File: src/hw/rtl/suid_pkg.sv
package suid_pkg;

    // list tag carried by opcode
    localparam logic OP_LIST_A = 1'b0;
    localparam logic OP_LIST_B = 1'b1;

    // one flag per store: a values, union, intersection
    typedef struct packed {
        logic a;
        logic u;
        logic n;
    } store_flags_t;

endpackage

File: src/hw/rtl/suid_cell.sv
module suid_cell #(
    parameter int INDEX   = 0,
    parameter int VALUE_W = 16,
    parameter int CNT_W   = 7,
    parameter int IDX_W   = 6
) (
    input  logic                 clk,
    input  logic                 rst_n,
    input  logic                 in_valid,
    input  logic                 in_op,
    input  logic [VALUE_W-1:0]   in_value,
    input  suid_pkg::store_flags_t in_hit,
    input  logic [CNT_W-1:0]     cnt_a,
    input  logic [CNT_W-1:0]     cnt_u,
    input  logic [CNT_W-1:0]     cnt_n,
    input  suid_pkg::store_flags_t wr_en,
    input  logic [IDX_W-1:0]     wr_idx_a,
    input  logic [IDX_W-1:0]     wr_idx_u,
    input  logic [IDX_W-1:0]     wr_idx_n,
    input  logic [VALUE_W-1:0]   wr_value,
    output logic                 out_valid,
    output logic                 out_op,
    output logic [VALUE_W-1:0]   out_value,
    output suid_pkg::store_flags_t out_hit
);

    localparam logic [CNT_W-1:0] MY_CNT = CNT_W'(INDEX);
    localparam logic [IDX_W-1:0] MY_IDX = IDX_W'(INDEX);

    logic [VALUE_W-1:0] a_val_reg;
    logic [VALUE_W-1:0] u_val_reg;
    logic [VALUE_W-1:0] n_val_reg;

    logic                   valid_reg;
    logic                   op_reg;
    logic [VALUE_W-1:0]     value_reg;
    suid_pkg::store_flags_t hit_reg;
    suid_pkg::store_flags_t hit_next;

    // a slot only counts once its store has filled past it
    always_comb
    begin
        hit_next.a = in_hit.a | ((MY_CNT < cnt_a) && (a_val_reg == in_value));
        hit_next.u = in_hit.u | ((MY_CNT < cnt_u) && (u_val_reg == in_value));
        hit_next.n = in_hit.n | ((MY_CNT < cnt_n) && (n_val_reg == in_value));
    end

    always_ff @(posedge clk or negedge rst_n)
    begin
        if (!rst_n)
        begin
            valid_reg <= 1'b0;
        end
        else
        begin
            valid_reg <= in_valid;
        end
    end

    always_ff @(posedge clk)
    begin
        op_reg    <= in_op;
        value_reg <= in_value;
        hit_reg   <= hit_next;
        if (wr_en.a && (wr_idx_a == MY_IDX))
        begin
            a_val_reg <= wr_value;
        end
        if (wr_en.u && (wr_idx_u == MY_IDX))
        begin
            u_val_reg <= wr_value;
        end
        if (wr_en.n && (wr_idx_n == MY_IDX))
        begin
            n_val_reg <= wr_value;
        end
    end

    assign out_valid = valid_reg;
    assign out_op    = op_reg;
    assign out_value = value_reg;
    assign out_hit   = hit_reg;

endmodule

File: src/hw/rtl/set_union_intersection_dedup_top.sv
// Keeps the distinct values of list A, the union and the intersection, each in
// first-arrival order. A request is taken when start is high and busy is low;
// it then walks the row of MAX_ELEMS compare cells one cell per cycle, and the
// result strobe (result_valid) is registered behind the last cell; busy drops
// with it, so a new request is only taken once the last result is out. The result
// is shown for one cycle only and cannot be held off by the receiver.
module set_union_intersection_dedup_top #(
    parameter int MAX_ELEMS  = 64,
    parameter int VALUE_BITS = 16
) (
    input  logic        clk,
    input  logic        rst_n,
    input  logic        start,
    output logic        busy,
    input  logic        opcode,
    input  logic [15:0] item_value,
    output logic        result_valid,
    output logic [15:0] echo_value,
    output logic        union_added,
    output logic        inter_added,
    output logic [6:0]  union_count,
    output logic [6:0]  inter_count,
    output logic        overflow
);

    localparam int VALUE_W = (VALUE_BITS < 16) ? VALUE_BITS : 16;
    localparam int CNT_W   = $clog2(MAX_ELEMS + 1);
    localparam int IDX_W   = (MAX_ELEMS > 1) ? $clog2(MAX_ELEMS) : 1;
    localparam logic [CNT_W-1:0] FULL_CNT = CNT_W'(MAX_ELEMS);

    logic                   busy_reg;
    logic [CNT_W-1:0]       a_cnt_reg;
    logic [CNT_W-1:0]       u_cnt_reg;
    logic [CNT_W-1:0]       n_cnt_reg;
    logic                   res_valid_reg;
    logic [VALUE_W-1:0]     res_value_reg;
    logic                   res_u_add_reg;
    logic                   res_n_add_reg;
    logic                   res_ovf_reg;

    logic                   chain_valid [0:MAX_ELEMS];
    logic                   chain_op    [0:MAX_ELEMS];
    logic [VALUE_W-1:0]     chain_value [0:MAX_ELEMS];
    suid_pkg::store_flags_t chain_hit   [0:MAX_ELEMS];

    logic                   accept;
    logic                   tail_valid;
    logic                   tail_op;
    logic [VALUE_W-1:0]     tail_value;
    suid_pkg::store_flags_t tail_hit;
    suid_pkg::store_flags_t need;
    suid_pkg::store_flags_t full;
    suid_pkg::store_flags_t wr_en;
    logic                   ovf;

    logic [VALUE_W+15:0]    echo_ext;
    logic [CNT_W+6:0]       u_cnt_ext;
    logic [CNT_W+6:0]       n_cnt_ext;

    assign accept = start && !busy_reg;

    assign chain_valid[0] = accept;
    assign chain_op[0]    = opcode;
    assign chain_value[0] = item_value[VALUE_W-1:0];
    assign chain_hit[0]   = '0;

    genvar gi;
    generate
        for (gi = 0; gi < MAX_ELEMS; gi++)
        begin : g_cell
            suid_cell #(
                .INDEX   (gi),
                .VALUE_W (VALUE_W),
                .CNT_W   (CNT_W),
                .IDX_W   (IDX_W)
            ) u_cell (
                .clk       (clk),
                .rst_n     (rst_n),
                .in_valid  (chain_valid[gi]),
                .in_op     (chain_op[gi]),
                .in_value  (chain_value[gi]),
                .in_hit    (chain_hit[gi]),
                .cnt_a     (a_cnt_reg),
                .cnt_u     (u_cnt_reg),
                .cnt_n     (n_cnt_reg),
                .wr_en     (wr_en),
                .wr_idx_a  (a_cnt_reg[IDX_W-1:0]),
                .wr_idx_u  (u_cnt_reg[IDX_W-1:0]),
                .wr_idx_n  (n_cnt_reg[IDX_W-1:0]),
                .wr_value  (tail_value),
                .out_valid (chain_valid[gi+1]),
                .out_op    (chain_op[gi+1]),
                .out_value (chain_value[gi+1]),
                .out_hit   (chain_hit[gi+1])
            );
        end
    endgenerate

    assign tail_valid = chain_valid[MAX_ELEMS];
    assign tail_op    = chain_op[MAX_ELEMS];
    assign tail_value = chain_value[MAX_ELEMS];
    assign tail_hit   = chain_hit[MAX_ELEMS];

    always_comb
    begin
        full.a = (a_cnt_reg == FULL_CNT);
        full.u = (u_cnt_reg == FULL_CNT);
        full.n = (n_cnt_reg == FULL_CNT);
        need.u = tail_valid && !tail_hit.u;
        need.a = 1'b0;
        need.n = 1'b0;
        case (tail_op)
            suid_pkg::OP_LIST_A:
            begin
                need.a = tail_valid && !tail_hit.a;
            end
            suid_pkg::OP_LIST_B:
            begin
                // intersection only takes values already seen in the a store
                need.n = tail_valid && tail_hit.a && !tail_hit.n;
            end
            default:
            begin
                need.a = 1'b0;
                need.n = 1'b0;
            end
        endcase
        wr_en.a = need.a && !full.a;
        wr_en.u = need.u && !full.u;
        wr_en.n = need.n && !full.n;
        ovf = (need.a && full.a) || (need.u && full.u) || (need.n && full.n);
    end

    always_ff @(posedge clk or negedge rst_n)
    begin
        if (!rst_n)
        begin
            busy_reg      <= 1'b0;
            a_cnt_reg     <= '0;
            u_cnt_reg     <= '0;
            n_cnt_reg     <= '0;
            res_valid_reg <= 1'b0;
        end
        else
        begin
            if (accept)
            begin
                busy_reg <= 1'b1;
            end
            else if (tail_valid)
            begin
                busy_reg <= 1'b0;
            end
            if (wr_en.a)
            begin
                a_cnt_reg <= a_cnt_reg + CNT_W'(1);
            end
            if (wr_en.u)
            begin
                u_cnt_reg <= u_cnt_reg + CNT_W'(1);
            end
            if (wr_en.n)
            begin
                n_cnt_reg <= n_cnt_reg + CNT_W'(1);
            end
            res_valid_reg <= tail_valid;
        end
    end

    always_ff @(posedge clk)
    begin
        if (tail_valid)
        begin
            res_value_reg <= tail_value;
            res_u_add_reg <= wr_en.u;
            res_n_add_reg <= wr_en.n;
            res_ovf_reg   <= ovf;
        end
    end

    assign echo_ext  = {16'b0, res_value_reg};
    assign u_cnt_ext = {7'b0, u_cnt_reg};
    assign n_cnt_ext = {7'b0, n_cnt_reg};

    assign busy         = busy_reg;
    assign result_valid = res_valid_reg;
    assign echo_value   = echo_ext[15:0];
    assign union_added  = res_u_add_reg;
    assign inter_added  = res_n_add_reg;
    assign union_count  = u_cnt_ext[6:0];
    assign inter_count  = n_cnt_ext[6:0];
    assign overflow     = res_ovf_reg;

endmodule

File: config.mk
export PLATFORM = sky130hd
export DESIGN_NAME = set_union_intersection_dedup_top
export DESIGN_NICKNAME = d
export VERILOG_FILES = /design/src/hw/rtl/suid_pkg.sv /design/src/hw/rtl/suid_cell.sv /design/src/hw/rtl/set_union_intersection_dedup_top.sv
export SDC_FILE = /design/constraint.sdc
export NUM_CORES = 2
export LEC_CHECK = 0
export BUFFER_PORTS_ARGS = -buffer_cell sky130_fd_sc_hd__buf_2
export CORE_MARGIN = 5
export CORE_UTILIZATION = 40
export DETAILED_ROUTE_END_ITERATION = 16
export PLACE_DENSITY_LB_ADDON = 0.25
export SLEW_MARGIN = 25
export SYNTH_ARGS = -nofsm -noshare
export SYNTH_HDL_FRONTEND = slang
export SYNTH_HIERARCHICAL = 1
export SYNTH_SLANG_ARGS = --single-unit
File: constraint.sdc
create_clock -name clk -period 11 [get_ports clk]
set_input_delay 0 -clock clk [delete_from_list [all_inputs] [get_ports clk]]
set_output_delay 0 -clock clk [all_outputs]
set_load 0.01 [all_outputs]
==> out/qor.yml <==
placedCellCount: 15300
timing.final.crit_share_pct: 42.7
cts_buffers: 446
tns_ns: 0
cp_slowest_stage_delay_ns: 0.81
synth_area_leaders: "edfxtp_1, dfxtp_1, xnor2_1"
drive_above_1_share_pct: 12.8
routed_wl_um: 460000
firstDrtPassIters: 6
cts_tree: "done"
critPathLaunch: "inter_count[0]"
dr.first_iter.drc_count: 8880
status: "finished clean"
clock.fmax_mhz: 213
path_buf_inv: 4
cts_setup_buffers: 0
die_w_um: 647
vdd_drop_max_uv: 163
ys_types: 75
avgSynthCellArea_um2: 16.8
clkTransAtPathRegs_ns: 0.07
die_y_um: 647
yosysTopAreaCell: "edfxtp_1"
routed_via_density: 5.35
synth_edf_count: 3091
post-synth-top-count-cell: "edfxtp_1"
die_area_mm2: 0.418
clk_latency_ns: 0.98
cp.arrival_ns: 5.37
yosys-top-cells-count: "edfxtp_1, xnor2_1, xor2_1"
cts.repair.resized: 0
io_pins: 55
io_buffers: 54
yosysSeqAreaShare_pct: 74.4
postRouteAntennaNets: 0
grt_setup_unrepaired: "false"
clock_sinks: 4458
setup-violations-final: 0
antenna_found_initial: 20
p_leak_nw: 53.7
powerDensity_mw_per_mm2: 183
cts_buffer_depth: 4
syn_to_final_growth_pct: 16.3
h-tree-depth: 5
rows: 233
crit_path_start_kind: "register"
hold_viol_final: 0
wire_per_inst_um: 28.4
nFillCells: 34200
cp_max_fo: 35
dp.final_hpwl_um: 261000
tightestPinTransition_ns: 1.09
report.final.slew_viol_count: 0
fin_cells: 16200
whs_ns: 0.150
initial_utilization_pct: 40.2
nNetsFinal: 10400
critPathRequiredTime_ns: 11.67
yosysTopAreaCellShare_pct: 57.2
async_reset_ff_share_pct: 1.95
overflow: 0
slew_headroom_pct: 27.4
min_path_type: "primary input to async pin"
slowest_stage: "buf_4"
skew_ns: 0.0570
worstReg2RegStart: "inter_count[0]"
drc: 0
crit_chain: "inv_1 > ha_1 > a31oi_4 > buf_4 > buf_4 > nand3_1 > nor4b_2 > buf_4"
gp_congestion: 0.802
max-cap-violations: 0
syn_area_mm2: 0.162
dr_total_vias: 86800
core_mm2: 0.403
path_delay_family: "buffers and inverters"
ys_warn_count: 6
synth_flop_cell: "edfxtp_1"
crit_top_cell: "buf_4"
synthCells: 9627
critical_path_class: "register to register"
grt_pass1_vias: 87400
end_kind: "register"
grt_pass1_wl_um: 654000
grt_max_degree: 105
grt_usage_pct: 21.5
clock_tree.root_cell: "clkbuf_16"
period_minus_slack_ns: 4.70
ys_seq_elements: 4458
## metrics by stage
stage	area (um^2)	power [W]	util, %	worst slack [ns]
global placement	172000	0.0191	42.7	6.42
CTS	188000	0.0348	46.7	6.32
detailed placement	172000	0.0191	42.7	6.35
finish	189000	0.0345	46.8	6.30
floorplan	162000	0.0189	-	3.18
global route	189000	0.0355	46.8	6.09
## cells by family after synthesis
| logic type | Yosys count | synth area share [%] |
|---|---|---|
| flip-flops | 4458 | 74.4 |
| XOR/XNOR | 3089 | 16.7 |
| AO/OA/AOI/OAI | 476 | 2.43 |
| adder cells (fa/ha/maj) | 6 | 0.0463 |
| multiplexers | 3 | 0.0208 |
| other | 1 | 0.00231 |
| AND/OR/NAND/NOR | 1581 | 6.42 |
| buffers and inverters | 13 | 0.0301 |
## power breakdown
group	switching (W)	leakage (nW)	total (W)	internal [W]
combinational	0.000185	12.9	0.000468	0.000284
clock	0.00645	7.63	0.0157	0.00925
sequential	0.000420	33.2	0.0183	0.0179
## final cells by class
type                            instances  area, um^2  share of cell area (%)
Sequential cell                      4458      121000                    64.0
Tap cell                             5405        6760                    3.58
Antenna cell                           12        30.0                  0.0159
Timing Repair Buffer                  328        2610                    1.39
Inverter                               13        53.8                  0.0285
Clock buffer                          655       13500                    7.14
Multi-Input combinational cell       5158       42900                    22.7
Clock inverter                        190        2050                    1.09
## tightest hold or removal path: stages
cell,delay (ns)
dlygate4sd3_1,0.52
dlygate4sd3_1,0.56
buf_4,0.15
buf_12,0.21
## cells in the final DEF (no fill, tap or decap), drive strengths merged, types with 74 or more instances in the layout
| master | netlist | final |
|---|---|---|
| edfxtp | 3091 | 3091 |
| xnor2 | 1570 | 1570 |
| xor2 | 1519 | 1519 |
| dfxtp | 1280 | 1280 |
| clkbuf | 0 | 655 |
| nand4 | 442 | 442 |
| nor4 | 419 | 419 |
| buf | 0 | 291 |
| nor3 | 243 | 243 |
| clkinv | 0 | 120 |
| a31o | 92 | 92 |
| dfrtp | 87 | 87 |
| nand4b | 85 | 85 |
| nor4b | 81 | 81 |
| nor2 | 74 | 74 |
## layer usage
| layer | up-vias | share of wire [%] | track usage [%] |
|---|---|---|---|
| met1 | 45000 | 43 | 29.9 |
| met2 | 3448 | 48 | 35.7 |
| met3 | 742 | 6.7 | 2.87 |
| met4 | 2 | 2.7 | 5.64 |
| met5 | - | 0.0028 | 0 |
| li1 | 37600 | - | - |
## final timing paths
kind	slack [ns]	to	cells after the start
max	6.30	g_cell[34].u_cell/n_val_reg[12]	8
min	0.15	g_cell[37].u_cell/out_valid	4
max reg2reg	6.30	g_cell[34].u_cell/n_val_reg[12]	8
min reg2reg	0.32	g_cell[38].u_cell/out_op	0
max in group asynchronous	10.09	union_count[6]	4
min in group clk	0.16	g_cell[0].u_cell/out_valid	3
## repair_timing
item | in CTS | in global routing
endpoints found under the hold margin | 109 | 0
endpoints found under the setup margin | 0 | 0
hold buffers | 38 | 0
Power figures use the tool's default switching activity.
